`src/rtl/core/recording_index_bitmap_allocator_unit_defines.svh`:
```
// Assertion macros for the recording index bitmap allocator.
// Taken in by the top level; needs clk and rst_n in the including scope.
`ifndef RECORDING_INDEX_BITMAP_ALLOCATOR_UNIT_DEFINES_SVH
`define RECORDING_INDEX_BITMAP_ALLOCATOR_UNIT_DEFINES_SVH
`ifndef SYNTHESIS
`define RIBA_ASSERT_IMPLY(label, ante, cons) \
    label: assert property (@(posedge clk) disable iff (!rst_n) (ante) |-> (cons)) \
        else $error("allocator check failed");
`define RIBA_ASSERT_NEXT(label, ante, cons) \
    label: assert property (@(posedge clk) disable iff (!rst_n) (ante) |=> (cons)) \
        else $error("allocator check failed");
`else
`define RIBA_ASSERT_IMPLY(label, ante, cons)
`define RIBA_ASSERT_NEXT(label, ante, cons)
`endif
`endif

```
`src/rtl/core/riba_pkg.sv`:
```
// Shared types and constants of the recording index bitmap allocator.
// No dependencies.
package riba_pkg;

    typedef struct packed {
        logic        mode;
        logic [63:0] name_stem;
        logic [23:0] name_ext;
    } riba_req_t;

    typedef struct packed {
        logic [15:0] file_count;
        logic [7:0]  next_number;
        logic        full_res;
        logic [4:0]  slot_byte;
        logic [7:0]  slot_mask;
    } riba_rsp_t;

    // Classified request, as handed from the front to the back.
    typedef struct packed {
        logic       clear;
        logic       wav;
        logic       mark;
        logic [7:0] pos;
    } riba_op_t;

    typedef struct packed {
        logic full;
        logic nonempty;
    } riba_qstat_t;

    localparam logic        MODE_CLEAR = 1'b0;
    localparam logic [23:0] EXT_WAV    = {8'h57, 8'h41, 8'h56};
    localparam logic [39:0] STEM_MICR0 = {8'h4D, 8'h49, 8'h43, 8'h52, 8'h30};
    localparam logic [7:0]  CH_ZERO    = 8'h30;
    localparam logic [7:0]  CH_TWO     = 8'h32;
    localparam logic [7:0]  CH_NINE    = 8'h39;
    localparam logic [15:0] COUNT_MAX  = 16'hFFFF;
    localparam logic [4:0]  LAST_BYTE  = 5'd31;
    localparam logic [2:0]  LAST_BIT   = 3'd7;

endpackage

```
`src/rtl/core/riba_front.sv`:
```
// Front end: accepts requests and classifies the file name into an op.
// Depends on riba_pkg.
module riba_front
    import riba_pkg::*;
(
    input  logic        clk,
    input  logic        rst_n,
    input  logic        req_valid,
    output logic        req_stall,
    input  riba_req_t   req,
    input  riba_qstat_t q_stat,
    output logic        push_valid,
    output riba_op_t    push_op
);

    logic       op_valid_reg;
    logic       op_valid_next;
    riba_op_t   op_reg;
    riba_op_t   op_next;
    logic       accept;
    logic [7:0] d5;
    logic [7:0] d6;
    logic [7:0] d7;
    logic       is_wav;
    logic       is_micr;
    logic       digits_ok;
    logic [8:0] value;
    logic       in_range;

    always_comb
    begin
        d5        = req.name_stem[23:16];
        d6        = req.name_stem[15:8];
        d7        = req.name_stem[7:0];
        is_wav    = (req.name_ext == EXT_WAV);
        is_micr   = (req.name_stem[63:24] == STEM_MICR0);
        digits_ok = (d5 >= CH_ZERO) && (d5 <= CH_TWO) &&
                    (d6 >= CH_ZERO) && (d6 <= CH_NINE) &&
                    (d7 >= CH_ZERO) && (d7 <= CH_NINE);
        value     = 9'(d5[1:0]) * 9'd100 + 9'(d6[3:0]) * 9'd10 + 9'(d7[3:0]);
        in_range  = (value != 9'd0) && (value <= 9'd255);

        op_next.clear = (req.mode == MODE_CLEAR);
        op_next.wav   = !op_next.clear && is_wav;
        op_next.mark  = op_next.wav && is_micr && digits_ok && in_range;
        op_next.pos   = 8'(value - 9'd1);
    end

    assign req_stall  = op_valid_reg && q_stat.full;
    assign accept     = req_valid && !req_stall;
    assign push_valid = op_valid_reg;
    assign push_op    = op_reg;

    always_comb
    begin
        if (accept)
            op_valid_next = 1'b1;
        else if (op_valid_reg && !q_stat.full)
            op_valid_next = 1'b0;
        else
            op_valid_next = op_valid_reg;
    end

    always_ff @(posedge clk or negedge rst_n)
    begin
        if (!rst_n)
            op_valid_reg <= 1'b0;
        else
            op_valid_reg <= op_valid_next;
    end

    always_ff @(posedge clk)
    begin
        if (accept)
            op_reg <= op_next;
    end

endmodule

```
`src/rtl/core/riba_queue.sv`:
```
// Two-entry op queue between front and back.
// Depends on riba_pkg.
module riba_queue
    import riba_pkg::*;
(
    input  logic        clk,
    input  logic        rst_n,
    input  logic        push_valid,
    input  riba_op_t    push_op,
    input  logic        pop,
    output riba_qstat_t q_stat,
    output riba_op_t    head_op
);

    riba_op_t   mem_reg [2];
    logic       wr_ptr_reg;
    logic       rd_ptr_reg;
    logic [1:0] cnt_reg;
    logic [1:0] cnt_next;
    logic       push;
    logic       pop_ok;

    assign q_stat.full     = (cnt_reg == 2'd2);
    assign q_stat.nonempty = (cnt_reg != 2'd0);
    assign push            = push_valid && !q_stat.full;
    assign pop_ok          = pop && q_stat.nonempty;
    assign head_op         = mem_reg[rd_ptr_reg];

    always_comb
    begin
        cnt_next = cnt_reg;
        if (push && !pop_ok)
            cnt_next = cnt_reg + 2'd1;
        else if (pop_ok && !push)
            cnt_next = cnt_reg - 2'd1;
    end

    always_ff @(posedge clk or negedge rst_n)
    begin
        if (!rst_n)
        begin
            wr_ptr_reg <= 1'b0;
            rd_ptr_reg <= 1'b0;
            cnt_reg    <= 2'd0;
        end
        else
        begin
            cnt_reg <= cnt_next;
            if (push)
                wr_ptr_reg <= !wr_ptr_reg;
            if (pop_ok)
                rd_ptr_reg <= !rd_ptr_reg;
        end
    end

    always_ff @(posedge clk)
    begin
        if (push)
            mem_reg[wr_ptr_reg] <= push_op;
    end

endmodule

```
`src/rtl/core/riba_back.sv`:
```
// Back end: applies ops to the occupancy map and count, then searches
// for the lowest free number and holds the response. Depends on riba_pkg.
module riba_back
    import riba_pkg::*;
#(
    parameter int MAP_BYTES = 32
)
(
    input  logic        clk,
    input  logic        rst_n,
    input  riba_qstat_t q_stat,
    input  riba_op_t    head_op,
    output logic        pop,
    output logic        rsp_valid,
    input  logic        rsp_stall,
    output riba_rsp_t   rsp
);

    localparam int NGRP   = (MAP_BYTES + 7) / 8;
    localparam int GRP_W  = (NGRP > 1) ? $clog2(NGRP) : 1;
    localparam int BYTE_W = (MAP_BYTES > 1) ? $clog2(MAP_BYTES) : 1;

    typedef enum logic [1:0] {
        ST_APPLY,
        ST_GROUP,
        ST_SELECT,
        ST_PICK
    } state_t;

    function automatic logic [2:0] first_zero8(input logic [7:0] v);
        logic [2:0] r;
        r = 3'd0;
        for (int k = 7; k >= 0; k--)
        begin
            if (!v[k])
                r = 3'(k);
        end
        return r;
    endfunction

    state_t            state_reg;
    logic [7:0]        map_reg [MAP_BYTES];
    logic [15:0]       count_reg;
    logic [NGRP-1:0]   grp_free_reg;
    logic [2:0]        grp_idx_reg [NGRP];
    logic              sel_found_reg;
    logic [4:0]        sel_byte_reg;
    logic              rsp_valid_reg;
    logic              rsp_valid_next;
    riba_rsp_t         rsp_reg;

    logic [NGRP*8-1:0] byte_full;
    logic [NGRP-1:0]   grp_free_next;
    logic [2:0]        grp_idx_next [NGRP];
    logic              sel_found_next;
    logic [GRP_W-1:0]  sel_grp;
    logic [4:0]        sel_byte_next;
    logic [7:0]        pick_byte;
    logic [2:0]        pick_bit;
    logic              pick_full;
    riba_rsp_t         rsp_next;
    logic              out_free;
    logic              wr_ok;
    logic [BYTE_W-1:0] wr_byte;

    // Bytes past the map's end look full to the search.
    for (genvar g = 0; g < NGRP * 8; g++)
    begin : g_full
        if (g < MAP_BYTES)
        begin : g_real
            assign byte_full[g] = &map_reg[g];
        end
        else
        begin : g_pad
            assign byte_full[g] = 1'b1;
        end
    end

    always_comb
    begin
        for (int g = 0; g < NGRP; g++)
        begin
            grp_free_next[g] = !(&byte_full[g*8 +: 8]);
            grp_idx_next[g]  = first_zero8(byte_full[g*8 +: 8]);
        end
    end

    always_comb
    begin
        sel_found_next = 1'b0;
        sel_grp        = '0;
        for (int g = NGRP - 1; g >= 0; g--)
        begin
            if (grp_free_reg[g])
            begin
                sel_found_next = 1'b1;
                sel_grp        = GRP_W'(g);
            end
        end
        sel_byte_next = 5'({sel_grp, grp_idx_reg[sel_grp]});
    end

    always_comb
    begin
        pick_byte = map_reg[sel_byte_reg[BYTE_W-1:0]];
        pick_bit  = first_zero8(pick_byte);
        pick_full = !sel_found_reg ||
                    ((sel_byte_reg == LAST_BYTE) && (pick_bit == LAST_BIT));
        rsp_next.file_count = count_reg;
        if (pick_full)
        begin
            rsp_next.next_number = 8'd0;
            rsp_next.full_res    = 1'b1;
            rsp_next.slot_byte   = 5'd0;
            rsp_next.slot_mask   = 8'd0;
        end
        else
        begin
            rsp_next.next_number = {sel_byte_reg, pick_bit} + 8'd1;
            rsp_next.full_res    = 1'b0;
            rsp_next.slot_byte   = sel_byte_reg;
            rsp_next.slot_mask   = 8'd1 << pick_bit;
        end
    end

    // Held while stalled, dropped once taken, raised when a pick lands.
    always_comb
    begin
        rsp_valid_next = rsp_valid_reg && rsp_stall;
        if ((state_reg == ST_PICK) && out_free)
            rsp_valid_next = 1'b1;
    end

    assign pop       = (state_reg == ST_APPLY) && q_stat.nonempty;
    assign out_free  = !rsp_valid_reg || !rsp_stall;
    assign wr_ok     = head_op.mark && (32'(head_op.pos[7:3]) < MAP_BYTES);
    assign wr_byte   = BYTE_W'(head_op.pos[7:3]);
    assign rsp_valid = rsp_valid_reg;
    assign rsp       = rsp_reg;

    always_ff @(posedge clk or negedge rst_n)
    begin
        if (!rst_n)
        begin
            state_reg     <= ST_APPLY;
            count_reg     <= 16'd0;
            rsp_valid_reg <= 1'b0;
            for (int i = 0; i < MAP_BYTES; i++)
                map_reg[i] <= 8'd0;
        end
        else
        begin
            rsp_valid_reg <= rsp_valid_next;

            unique case (state_reg)
                ST_APPLY:
                begin
                    if (q_stat.nonempty)
                    begin
                        if (head_op.clear)
                        begin
                            count_reg <= 16'd0;
                            for (int i = 0; i < MAP_BYTES; i++)
                                map_reg[i] <= 8'd0;
                        end
                        else if (head_op.wav)
                        begin
                            if (count_reg != COUNT_MAX)
                                count_reg <= count_reg + 16'd1;
                            if (wr_ok)
                                map_reg[wr_byte][head_op.pos[2:0]] <= 1'b1;
                        end
                        state_reg <= ST_GROUP;
                    end
                end
                ST_GROUP:
                begin
                    state_reg <= ST_SELECT;
                end
                ST_SELECT:
                begin
                    state_reg <= ST_PICK;
                end
                ST_PICK:
                begin
                    if (out_free)
                        state_reg <= ST_APPLY;
                end
                default:
                begin
                    state_reg <= ST_APPLY;
                end
            endcase
        end
    end

    always_ff @(posedge clk)
    begin
        if (state_reg == ST_GROUP)
        begin
            grp_free_reg <= grp_free_next;
            for (int g = 0; g < NGRP; g++)
                grp_idx_reg[g] <= grp_idx_next[g];
        end
        if (state_reg == ST_SELECT)
        begin
            sel_found_reg <= sel_found_next;
            sel_byte_reg  <= sel_byte_next;
        end
        if ((state_reg == ST_PICK) && out_free)
            rsp_reg <= rsp_next;
    end

endmodule

```
`src/rtl/core/recording_index_bitmap_allocator_unit.sv`:
```
// Top level of the recording index bitmap allocator.
// Depends on riba_pkg, riba_front, riba_queue, riba_back and the defines header.
//
//  Channel | Signals                  | Direction | Moves
//  --------+--------------------------+-----------+-------------------------------
//  request | req_valid, req_stall, req| into unit | clear or one 8.3 file name
//  result  | rsp_valid, rsp_stall, rsp| out of unit| count, free number, byte, mask
//
// Sequencing: each request passes in order through the back sequencer's steps (apply, group
// scan of 8-byte groups, byte select, bit pick); the sequencer sets the rate.
// The front register and a two-entry queue take up to three more requests
// while the back works or while a response waits in its output register.
// Reset clears the map, the count and all handshake state at once; there is
// no clearing pass. A stalled response holds the back in its pick step only.
`include "recording_index_bitmap_allocator_unit_defines.svh"
module recording_index_bitmap_allocator_unit
    import riba_pkg::*;
#(
    parameter int MAP_BYTES = 32
)
(
    input  logic      clk,
    input  logic      rst_n,
    input  logic      req_valid,
    output logic      req_stall,
    input  riba_req_t req,
    output logic      rsp_valid,
    input  logic      rsp_stall,
    output riba_rsp_t rsp
);

    riba_qstat_t q_stat;
    logic        push_valid;
    riba_op_t    push_op;
    logic        q_pop;
    riba_op_t    q_head;

    // Front: decodes the extension, the MICR0 stem and the three digits.
    riba_front u_front (
        .clk        (clk),
        .rst_n      (rst_n),
        .req_valid  (req_valid),
        .req_stall  (req_stall),
        .req        (req),
        .q_stat     (q_stat),
        .push_valid (push_valid),
        .push_op    (push_op)
    );

    // Decouples classification from the map update and search.
    riba_queue u_queue (
        .clk        (clk),
        .rst_n      (rst_n),
        .push_valid (push_valid),
        .push_op    (push_op),
        .pop        (q_pop),
        .q_stat     (q_stat),
        .head_op    (q_head)
    );

    // Back: owns the map and count, finds the first zero bit.
    riba_back #(
        .MAP_BYTES (MAP_BYTES)
    ) u_back (
        .clk       (clk),
        .rst_n     (rst_n),
        .q_stat    (q_stat),
        .head_op   (q_head),
        .pop       (q_pop),
        .rsp_valid (rsp_valid),
        .rsp_stall (rsp_stall),
        .rsp       (rsp)
    );

    // A full response carries no number, byte or mask.
    `RIBA_ASSERT_IMPLY(a_full_zero, rsp_valid && rsp.full_res, rsp.next_number == 8'd0 && rsp.slot_mask == 8'd0 && rsp.slot_byte == 5'd0)
    // A free slot always has a single mask bit and a nonzero number.
    `RIBA_ASSERT_IMPLY(a_free_onehot, rsp_valid && !rsp.full_res, $onehot(rsp.slot_mask) && rsp.next_number != 8'd0)
    // With room in the queue the front never holds off a request.
    `RIBA_ASSERT_IMPLY(a_room_no_stall, !q_stat.full, !req_stall)
    // The back takes one op per search, never two in a row.
    `RIBA_ASSERT_NEXT(a_single_pop, q_pop, !q_pop)

endmodule

```
`config.mk`:
```
export PLATFORM = sky130hd
export DESIGN_NAME = recording_index_bitmap_allocator_unit
export DESIGN_NICKNAME = d
export VERILOG_FILES = /design/src/rtl/core/riba_pkg.sv /design/src/rtl/core/riba_front.sv /design/src/rtl/core/riba_queue.sv /design/src/rtl/core/riba_back.sv /design/src/rtl/core/recording_index_bitmap_allocator_unit.sv
export VERILOG_INCLUDE_DIRS = /design/src /design/src/rtl/core
export SDC_FILE = /design/constraint.sdc
export NUM_CORES = 1
export LEC_CHECK = 0
export ABC_AREA = 1
export ABC_CLOCK_PERIOD_IN_PS = 3000
export BUFFER_PORTS_ARGS = -buffer_cell sky130_fd_sc_hd__clkbuf_2
export CAP_MARGIN = 10
export CORE_MARGIN = 2
export CORE_UTILIZATION = 55
export CTS_CLUSTER_SIZE = 25
export DETAILED_ROUTE_END_ITERATION = 12
export PLACE_DENSITY = 0.77
export RECOVER_POWER = 25
export SLEW_MARGIN = 20
export SYNTH_ARGS = -nofsm -noshare
export SYNTH_HDL_FRONTEND = slang
export SYNTH_SLANG_ARGS = --single-unit
```
`constraint.sdc`:
```
create_clock -name clk -period 3 [get_ports clk]
set_input_delay 0.15 -clock clk [delete_from_list [all_inputs] [get_ports clk]]
set_output_delay 0.15 -clock clk [all_outputs]
set_load 0.01 [all_outputs]
```
==> results.md, run 1 <==
* CP Max Fanout at 7
* Setup TNS at -4610 ps
* Die width at roughly 190 um
* Power per cell area at ~850 nW/um2
* Reg clk slew, reported paths at about 60 ps
* CP Launch Type: flop
* Core Area at 33600 um2
* Routed WL per cell at 18.6 um
* Worst relative slew slack at -0.545
* Flop and latch count out of synthesis at around 370
* Final hold violation count at 0
* H-tree depth at 2
* Hold Worst Slack at ~40 ps
* # fillers at 2532
* Tmin final at 3280 ps
* Layout Skew at roughly 18 ps
* Fmax at between 0.3 and 0.4 GHz
* Drc violations at 0
* Vias at around 17000
* Synthesis-to-finish area growth at 20.4%
* Clk_lat worst skew at about 540 ps
* CP most frequent cell: nand2_1
* Unrepaired setup endpoints after global routing: yes
* Dominant synthesized flop cell: dfrtp_1
* Clock buffer count from CTS at 39
* Vias per cell at between 5 and 6
* Cells after Synth at between 2000 and 2500
* Pleak at just under 10 nW
* Post-Synth XOR/XNOR Area at 0.00744
* Simple-gate share of the synthesized area at 0.219
* Syn Nets at roughly 2400
* Sequential element share of the synthesized area at 0.520
* Slew Limit Fails at 94
* Die area at around 36000 um2
* Largest register FFs at 256
* Worst setup EP type: flop
* First-pass GRT wire length at between 80000 and 90000 um
* Cells along the critical path: buf_6 > buf_12 > buf_8 > dlymetal6s2s_1 > o21ai_1 > nand3_1 > nand3_2 > nand3_1 > nand2_1 > inv_1 > nand2_1 > nand2_1 > nand2_2 > a21boi_4 > ha_4 > ha_4 > nand3_2 > and2_4 > inv_6 > buf_8 > nor3_4
* Global route overflow at 0
* Vias in the first global route at roughly 17000
* Post-DP HPWL at 36600 um
* Total Wirelength at 55200 um
* Critical path class: reg -> reg
* EDFF count, synth at between 90 and 100
* Critical path's slowest cell: edfxtp_1
* Failing checks: capacitance limit, slew limit, setup timing
* Layout cells sized above 1 at 0.170
* Worst hold path class: in -> reg
* Required time worst endpoint at 3370 ps
* Initial antenna violation count at 1
* Post-synthesis compound-gate area fraction at 0.136
* Final setup viols at 22
* I/O Buffers at 132
* Largest family of logic cells by synthesized area: simple AND/OR/NAND/NOR gates
* Post-synth ARST share at 0.751
* Adder-Cell Fraction of Synth Area at 0.0248
* Worst EP arrival at ~3600 ps
* Mean cell area of the mapped netlist at 8.22 um2
* Max cap viols at 1
* Antenna diodes at 0
* GRT Total Usage at 0.305
* Clk sinks at 373
* Die Ht at approximately 190 um
* Initial DRC Count at 2237
* Status: finished with violations
* Initial Util at 0.561
* CTS tree: built
* Slew @ Worst Pin at 2320 ps
* Post-synthesis mux area share at 0
* Final Wtd Congestion at 1.02
* Max VDD drop at between 0.0006 and 0.0007 V
* Worst Slack Setup Final at -277 ps
* Ys Warns at 0
* Fin nets at roughly 2600
* Final ANT Viol Nets at 0
* Max clock buf depth at 3
* Synthesized area at between 15000 and 20000 um2
* Pin count of the biggest net entering global routing at 116
* Crit-path max cell delay at around 500 ps
* Top-Level Pins at approximately 130
* Fin crit share at 1.09
* FP Rows at between 60 and 70
* Clock Root Buffer: clkbuf_16
* Drt first pass iters at 7
* Synth cell types at between 50 and 60
* Post-Route Utilization at 0.675
[logic make-up after synthesis]
family / after synthesis
and+or+nand+nor: 961
adders and majority gates: 35
AOI/OAI and AO/OA: 490
buffers and inverters: 417
xor gates and xnor gates: 16
DFF: 373
[final cells by class]
cell class / instances / area, um2 / share of cell area
flip-flops and latches: 373 / 9800 / 0.432
multi-input cells: 1502 / 7650 / 0.337
repair buffers: 265 / 2190 / 0.0964
inverters: 313 / 1190 / 0.0526
clock buffers: 56 / 1120 / 0.0495
well taps: 448 / 561 / 0.0247
clock inverters: 13 / 176 / 0.00778
[cell usage after synthesis, types with 6 or more instances]
cell type,instances,area [um2]
inv_1,308,1160
a21oi_1,357,1790
o21ai_0,84,420
nor2_1,169,634
nand2_1,506,1900
clkbuf_1,29,109
ha_1,31,388
nor2_2,14,87.6
nand4_1,23,144
a21boi_0,6,45.0
buf_2,54,270
dfrtp_1,280,7010
buf_6,13,146
o211ai_1,7,52.6
nor3_1,45,225
edfxtp_1,93,2790
o21ai_1,12,60.1
or2_2,8,50.1
xor2_1,15,131
nor4_1,34,213
nand3_1,138,691
[final timing paths]
kind,startpoint,to,slack (ps),cells after the start
max,u_back.sel_byte_reg[0]$_DFFE_PP_,u_back.rsp[2]$_SDFFCE_PP0P_,-280,21
min,req[21],u_front.push_op[9]$_DFFE_PP_,40,4
max reg2reg,u_back.sel_byte_reg[0]$_DFFE_PP_,u_back.rsp[2]$_SDFFCE_PP0P_,-280,21
min reg2reg,u_front.push_op[4]$_DFFE_PP_,u_queue.mem_reg[1][4]$_DFFE_PP_,440,0
max in group asynchronous,rst_n,u_back.map_reg[139]$_DFFE_PN0P_,300,3
min in group asynchronous,rst_n,u_front.push_valid$_DFFE_PN0P_,830,2
[routing by layer]
metal  GRT usage  routed length [um]  vias up  part of all wire
met5           0                   0        -                 0
met4       0.147                2720        0             0.049
met3      0.0521                5330      223             0.097
met2       0.486               25600     1033              0.46
met1       0.409               21500     8249              0.39
li1            -                   -     7914                 -
[power breakdown]
part	switching, mW	internal (mW)
Sequential	0.379	6.19
Combinational	4.97	2.72
Clock	2.02	2.95
[worst max-delay path, delay by kind of cell, from the launching register on]
family,cells,cell delay (ps)
AO/OA/AOI/OAI,2,250
adder cells (fa/ha/maj),2,330
buffers and inverters,7,880
flip-flops,1,490
AND/OR/NAND/NOR,10,1130
[timing repair]
item / in CTS / in global routing
resized for setup: 69 / 63
setup buffers: 15 / 8
hold endpoints to repair: 92 / 0
endpoints found under the setup margin: 22 / 22
pin swaps: 8 / 40
cloned: 5 / 5
hold buffers: 5 / 0
[cell usage in the layout (no fill, tap or decap), drive strengths merged, types with 7 or more instances in the layout]
cell      n
a21boi    7
a21oi   357
buf     121
clkbuf  193
dfrtp   280
edfxtp   93
ha       31
inv     314
nand2   509
nand3   138
nand4    23
nor2    184
nor3     45
nor4     34
o211ai    8
o21ai    96
or2       9
xor2     15
[per-stage QoR]
stage                     instance area, um2  total power [mW]  worst slack, ps  instances
after global routing                   22700              20.1             -327       2970
after CTS                              22400              18.7            -69.4       2962
after global placement                 20600              12.9             -196       2868
after detailed placement               20600              13.1             -277       2868
after floorplan                        18800              10.6             67.8       2292
final                                  22700              19.2             -277       2970
Power figures use the tool's default switching activity.
==> inputs of run 2 (changes only) <==
==> constraint.sdc (replaced) <==
create_clock -name clk -period 3 [get_ports clk]
set_input_delay 0.45 -clock clk [delete_from_list [all_inputs] [get_ports clk]]
set_output_delay 0.45 -clock clk [all_outputs]
set_load 0.01 [all_outputs]
==> run 2 against run 1 <==
  * Clock skew increased by 1.1 ps
  * Critical path type unchanged
  * Sequential power hardly changed
  * Largest cell class unchanged
  * Clock-buffer cell count is 1 higher
  * The run still ends with capacitance limit, slew limit, setup timing left
  * Core utilization down 0.34 points
==> results.md, run 2 (same netlist as run 1, synthesis figures left out) <==
* Status: finished with violations
* Failing checks: capacitance limit, slew limit, setup timing
* Layout cells sized above 1 at 0.169 (-0.000208)
* CTS tree: built
* Slew Limit Fails at 73 (-22%)
* Largest register FFs at 256 (unchanged)
* Routed WL per cell at 18.1 um (-2.5%)
* M2 GR Usage at 0.481 (-0.00521)
* Worst hold path class: in -> reg
* GR Util met1 at 0.400 (-0.00940)
* Vias at 17255 (-0.94%)
* Fin nets at 2631 (+0.34%)
* Worst Slack Setup Final at -177 ps (+101 ps)
* Hold Worst Slack at 142 ps (+102 ps)
* Final Wtd Congestion at 0.988 (-3.2%)
* Core Area at 33600 um2 (unchanged)
* Fin crit share at 1.06 (-0.0335)
* Reg clk slew, reported paths at 60 ps (about the same)
* Tmin final at 3180 ps (-101 ps)
* Max cap viols at 1 (unchanged)
* Inst Count DP at 2886 (+0.63%)
* Pin count of the biggest net entering global routing at 75 (-35%)
* Layout Skew at 18.9 ps (+1.11 ps)
* Initial DRC Count at 1914 (-14%)
* Global route overflow at 0 (unchanged)
* Commonest non-fill, non-tap cell in the layout: nand2_1
* Power per cell area at 840 nW/um2 (-0.90%)
* Antenna diodes at 0 (unchanged)
* Die width at 189 um (unchanged)
* Max clock buf depth at 3 (unchanged)
* Pwr Total at 19.0 mW (-1.4%)
* Critical path class: reg -> reg
* Clk_lat worst skew at 530 ps (about the same)
* Initial antenna violation count at 0 (-1)
* Footprint of the multi-input gates at 7570 um2 (-0.98%)
* Drt first pass iters at 6 (-1)
* H-tree depth at 2 (unchanged)
* Fin cells at 2979 (+0.30%)
* Drc violations at 0 (unchanged)
* Clock buffer count from CTS at 39 (unchanged)
* Fmax at 0.315 GHz (+3.2%)
* Final hold violation count at 0 (unchanged)
* Clock Root Buffer: clkbuf_16
* Required time worst endpoint at 3270 ps (-100 ps)
* First-pass GRT wire length at 86100 um (-0.91%)
* Worst EP arrival at 3450 ps (-190 ps)
* Top-Level Pins at 133 (unchanged)
* Die Ht at 189 um (unchanged)
* Worst setup EP type: flop
* GRT Max-Usage Layer: met2
* Die area at 35800 um2 (unchanged)
* FP Rows at 67 (unchanged)
* Pleak at 9.93 nW (about the same)
* Pre-CTS WS at -369 ps (-91.6 ps)
* Synthesis-to-finish area growth at 19.8%
* Total Wirelength at 54000 um (-2.2%)
* Worst relative slew slack at -0.274 (+0.271)
* Final ANT Viol Nets at 0 (unchanged)
* I/O Buffers at 132 (unchanged)
* GRT Total Usage at 0.301 (-0.00438)
* Register area at 9800 um2 (unchanged)
* Final setup viols at 22 (unchanged)
* # fillers at 2570 (+1.5%)
* Unrepaired setup endpoints after global routing: yes
* Post-DP HPWL at 36200 um (-1.1%)
* CP Launch Type: flop
* Clk sinks at 373 (unchanged)
* Commonest non-fill, non-tap cells in the layout: nand2_1, a21oi_1, inv_1, dfrtp_1, nor2_1
* Initial Util at 0.561 (unchanged)
* CP Max Fanout at 9 (+2)
* Slew @ Worst Pin at 1910 ps (-407 ps)
* Setup TNS at -3420 ps (+1190 ps)
* Vias per cell at 5.79 (-1.2%)
* Max VDD drop at 0.000489 V (-29%)
* Vias in the first global route at 16902 (-0.52%)
* Met3 usage at 0.0580 (+0.00593)
run 2: changes by cell type in the layout (fill, tap and decap cells not counted), moves of 3 or more:
| cell | delta |
|---|---|
| buf_4 | +16 |
| a21oi_2 | -9 |
| a21oi_1 | +9 |
| nand3_1 | -3 |
| nor3_1 | +3 |
| clkbuf_8 | +3 |
| clkbuf_16 | -4 |
| nand3_2 | +3 |
| dlygate4sd3_1 | -4 |
run 2: per-layer routing:
layer,share of wire,wire length (um),vias up
met5,0,0,-
met2,0.47,25300,926
li1,-,-,7924
met4,0.046,2490,0
met3,0.092,4990,189
met1,0.39,21200,8216
run 2: worst max-delay path, cell delays in order (launching register included):
cell and delay (ps):
edfxtp_1 430, buf_6 180, buf_12 160, buf_12 140, o21ai_0 210, nand3_1 190
nand3_2 150, nand2_2 60, nand2_2 70, nand2_1 50, nand2_1 60, nand2_1 60
nand2_1 70, nand2_2 80, a21boi_4 200, ha_4 170, ha_4 130, nand3_2 80
and2_4 180, inv_6 80, buf_12 130, nor2_1 60
run 2: final cells by class:
class                      instances  area share
clock buffer                      57      0.0493
clock inverter                    12     0.00654
inverter                         313      0.0527
multi-input combinational       1502       0.335
sequential                       373       0.434
tap                              448      0.0248
timing repair buffer             274      0.0970
run 2: what timing repair did:
item                                   4_1_cts  5_1_grt
endpoints found under the hold margin       67        0
cloned                                       3        3
setup endpoints to repair                   22       23
pin swaps                                   35       22
hold buffers                                 1        0
setup buffers                               16        2
resized for setup                           79       28
run 2: worst paths after layout:
check	startpoint	to	slack [ps]	depth (start not counted)
worst min register to register	u_front.push_op[6]$_DFFE_PP_	u_queue.mem_reg[0][6]$_DFFE_PP_	460	0
max in group asynchronous	rst_n	u_back.map_reg[18]$_DFFE_PN0P_	350	3
worst max-delay path	u_back.sel_byte_reg[0]$_DFFE_PP_	u_back.rsp[14]$_SDFFCE_PP0P_	-180	21
worst max register to register	u_back.sel_byte_reg[0]$_DFFE_PP_	u_back.rsp[14]$_SDFFCE_PP0P_	-180	21
min in group asynchronous	rst_n	u_back.map_reg[90]$_DFFE_PN0P_	1000	2
worst min-delay path	req_valid	u_front.push_valid$_DFFE_PN0P_	140	3
run 2: metrics by stage:
step | area, um2 | util
after floorplan | 18800 | -
after CTS | 22400 | 0.668
after global routing | 22600 | 0.671
after detailed placement | 20700 | 0.615
final | 22600 | 0.671
after global placement | 20700 | 0.615
run 2: report_power, final:
group          switching, mW  leakage [nW]  total, mW  internal, mW
Combinational           4.88          4.55       7.59          2.70
Clock                   1.99         0.615       4.82          2.84
Sequential             0.361          4.76       6.55          6.19
==> inputs of run 3 (changes only) <==
--- a/config.mk
+++ b/config.mk
@@ -14,6 +14,7 @@
 export CORE_UTILIZATION = 55
 export CTS_CLUSTER_SIZE = 25
 export DETAILED_ROUTE_END_ITERATION = 12
+export MAX_ROUTING_LAYER = met4
 export PLACE_DENSITY = 0.77
 export RECOVER_POWER = 25
 export SLEW_MARGIN = 20
==> run 3 against run 2 <==
  * Flip-flop and latch count did not move
  * First-iteration DRC count is 2.2% higher
  * Global-route usage rose by 0.69 points
  * Register-to-register slack worse by 50 ps
  * The run still ends with capacitance limit, slew limit, setup timing left
  * Cell count is 0.13% lower
  * Routed wire length decreased by 0.52%
  * Via count down 0.21%
  * Fmax fell by 1.4%
  * Highest routed layer unchanged
  * Setup slack lost 46 ps
  * Design area down 0.12%
==> results.md, run 3 (same netlist as run 1, synthesis figures left out) <==
* Max clock buf depth at 3 (unchanged)
* Die Ht at 189 um (unchanged)
* Footprint of the multi-input gates at 7600 um2 (+0.43%)
* Required time worst endpoint at 3400 ps (+130 ps)
* H-tree depth at 2 (unchanged)
* Total Wirelength at 53700 um (-0.52%)
* Top-Level Pins at 133 (unchanged)
* First-pass GRT wire length at 85600 um (-0.60%)
* Final ANT Viol Nets at 0 (unchanged)
* Post-DP HPWL at 35400 um (-2.3%)
* Status: finished with violations
* Clock buffer count from CTS at 40 (+2.6%)
* Commonest non-fill, non-tap cell in the layout: nand2_1
* Final setup viols at 22 (unchanged)
* Initial Util at 0.561 (unchanged)
* Drc violations at 0 (unchanged)
* Layout cells sized above 1 at 0.167 (-0.00250)
* Critical path class: reg -> reg
* Die width at 189 um (unchanged)
* I/O Buffers at 132 (unchanged)
* Worst Slack Setup Final at -223 ps (-46.5 ps)
* Synthesis-to-finish area growth at 19.6%
* Fmax at 0.310 GHz (-1.4%)
* Vias at 17218 (-0.21%)
* Initial antenna violation count at 0 (unchanged)
* Max cap viols at 1 (unchanged)
* End of the worst register-to-register path: u_back.rsp[6]$_SDFFCE_PP0P_
* Worst setup EP type: flop
* Pin count of the biggest net entering global routing at 116 (+55%)
* # fillers at 2574 (+0.16%)
* Die area at 35800 um2 (unchanged)
* Post-Route Utilization at 0.671 (-0.000818)
* Worst EP arrival at 3630 ps (+180 ps)
* Hold Worst Slack at 128 ps (-14.1 ps)
* Register area at 9800 um2 (unchanged)
* Global route overflow at 0 (unchanged)
* Tmin final at 3220 ps (+46.5 ps)
* Fin nets at 2624 (-0.27%)
* Reg clk slew, reported paths at 60 ps (about the same)
* Core Area at 33600 um2 (unchanged)
* Drt first pass iters at 6 (unchanged)
* Worst relative slew slack at -0.188 (+0.0857)
* Unrepaired setup endpoints after global routing: yes
* CTS tree: built
* Worst hold path class: in -> reg
* Power per cell area at 846 nW/um2 (+0.73%)
* Vias in the first global route at 16607 (-1.7%)
* Initial DRC Count at 1956 (+2.2%)
* Hold path endpoint: u_front.push_valid$_DFFE_PN0P_
* GRT Total Usage at 0.308 (+0.00690)
* Final hold violation count at 0 (unchanged)
* Clk sinks at 373 (unchanged)
* Layout Skew at 18.9 ps (+0.0292 ps)
* Failing checks: capacitance limit, slew limit, setup timing
* Antenna diodes at 0 (unchanged)
* Clock Root Buffer: clkbuf_16
* Reg2reg setup slack at -220 ps (-50 ps)
* Fin crit share at 1.07 (+0.0155)
* Clk_lat worst skew at 550 ps (+20 ps)
* Largest register FFs at 256 (unchanged)
* Final Wtd Congestion at 0.990 (+0.25%)
* Slew @ Worst Pin at 1780 ps (-129 ps)
* Vias per cell at 5.79 (about the same)
* Hold depth at 3 (unchanged)
* FP Rows at 67 (unchanged)
* Reg2reg start: u_back.sel_byte_reg[0]$_DFFE_PP_
* Slew Limit Fails at 66 (-9.6%)
* Pleak at 9.91 nW (-0.19%)
* Hold Startpoint: req_valid
* CP Max Fanout at 24 (+15)
* Commonest non-fill, non-tap cells in the layout: nand2_1, a21oi_1, inv_1, dfrtp_1, nor2_1
* Worst reg-to-reg path cell count at 21 (unchanged)
* Max VDD drop at 0.000512 V (+4.7%)
* CP Launch Type: flop
* Routed WL per cell at 18.0 um (-0.38%)
==> run 3: cell types whose count changed in the layout (fill, tap and decap cells not counted), sizes merged <==
cell | before | now
buf | 137 | 131
bufinv | 3 | 4
clkbuf | 193 | 185
clkinv | 7 | 16
clkinvlp | 2 | 0
inv | 313 | 315
==> run 3: what timing repair did <==
item / in CTS / in global routing
gates cloned: 7 / 1
endpoints found under the hold margin: 63 / 0
setup endpoints to repair: 22 / 23
setup buffers: 12 / 6
pin swaps: 27 / 33
hold buffers: 1 / 0
resized for setup: 77 / 40
==> run 3: layer usage <==
layer  vias to the layer above  wire (um)  global-route usage
li1                       7912          -                   -
met1                      8178      21400               0.404
met2                       946      25100               0.474
met3                       182       4970              0.0538
met4                         0       2210               0.132
met5                         -          0                   -
==> run 3: worst max path at each step <==
stage / startpoint / to / slack (ps) / cells after the start
floorplan: req[32] / u_front.push_op[8]$_DFFE_PP_ / 6 / 10
global placement: req[32] / u_front.push_op[8]$_DFFE_PP_ / -260 / 11
detailed placement: req[32] / u_front.push_op[8]$_DFFE_PP_ / -270 / 11
CTS: u_back.sel_byte_reg[0]$_DFFE_PP_ / u_back.rsp[2]$_SDFFCE_PP0P_ / -130 / 23
global route: u_back.sel_byte_reg[0]$_DFFE_PP_ / u_back.rsp[0]$_SDFFCE_PP0P_ / -320 / 24
finish: u_back.sel_byte_reg[0]$_DFFE_PP_ / u_back.rsp[6]$_SDFFCE_PP0P_ / -220 / 21
==> run 3: worst max-delay path, stage by stage (launching register included) <==
cell and delay, ps:
edfxtp_1 480, buf_6 170, buf_12 150, buf_12 160, a21oi_1 110, o21ai_0 120, nand3_1 140, nand3_1 250
nand2_1 150, nand2_1 90, nand2_1 90, inv_1 60, nand2_2 70, inv_2 50, ha_4 160, ha_4 160
nand3_2 60, and2_4 160, inv_6 50, buf_12 120, buf_16 130, nor3_4 110
==> run 3: layout make-up <==
cell class                      count  area share
Sequential cell                   373       0.435
Inverter                          313      0.0528
Multi-Input combinational cell   1502       0.337
Tap cell                          448      0.0249
Clock inverter                     22     0.00949
Clock buffer                       51      0.0481
Timing Repair Buffer              266      0.0928
==> run 3: power breakdown <==
group          total (mW)  leakage (nW)  internal (mW)  switching [mW]
logic                7.56          4.51           2.64            4.93
registers            6.56          4.76           6.19           0.366
clock network        4.96         0.641           2.91            2.05
==> run 3: through the flow <==
step / instance area (um2) / total power [mW] / cells / setup WS, ps / setup TNS [ps]
2_1_floorplan: 18800 / 10.6 / 2292 / 6.47 / 0
3_3_place_gp: 20600 / 12.9 / 2878 / -258 / -3280
3_5_place_dp: 20600 / 13.1 / 2878 / -273 / -4950
4_1_cts: 22400 / 18.7 / 2971 / -127 / -2160
5_1_grt: 22500 / 20.0 / 2975 / -317 / -17220
6_report: 22500 / 19.1 / 2975 / -223 / -3530
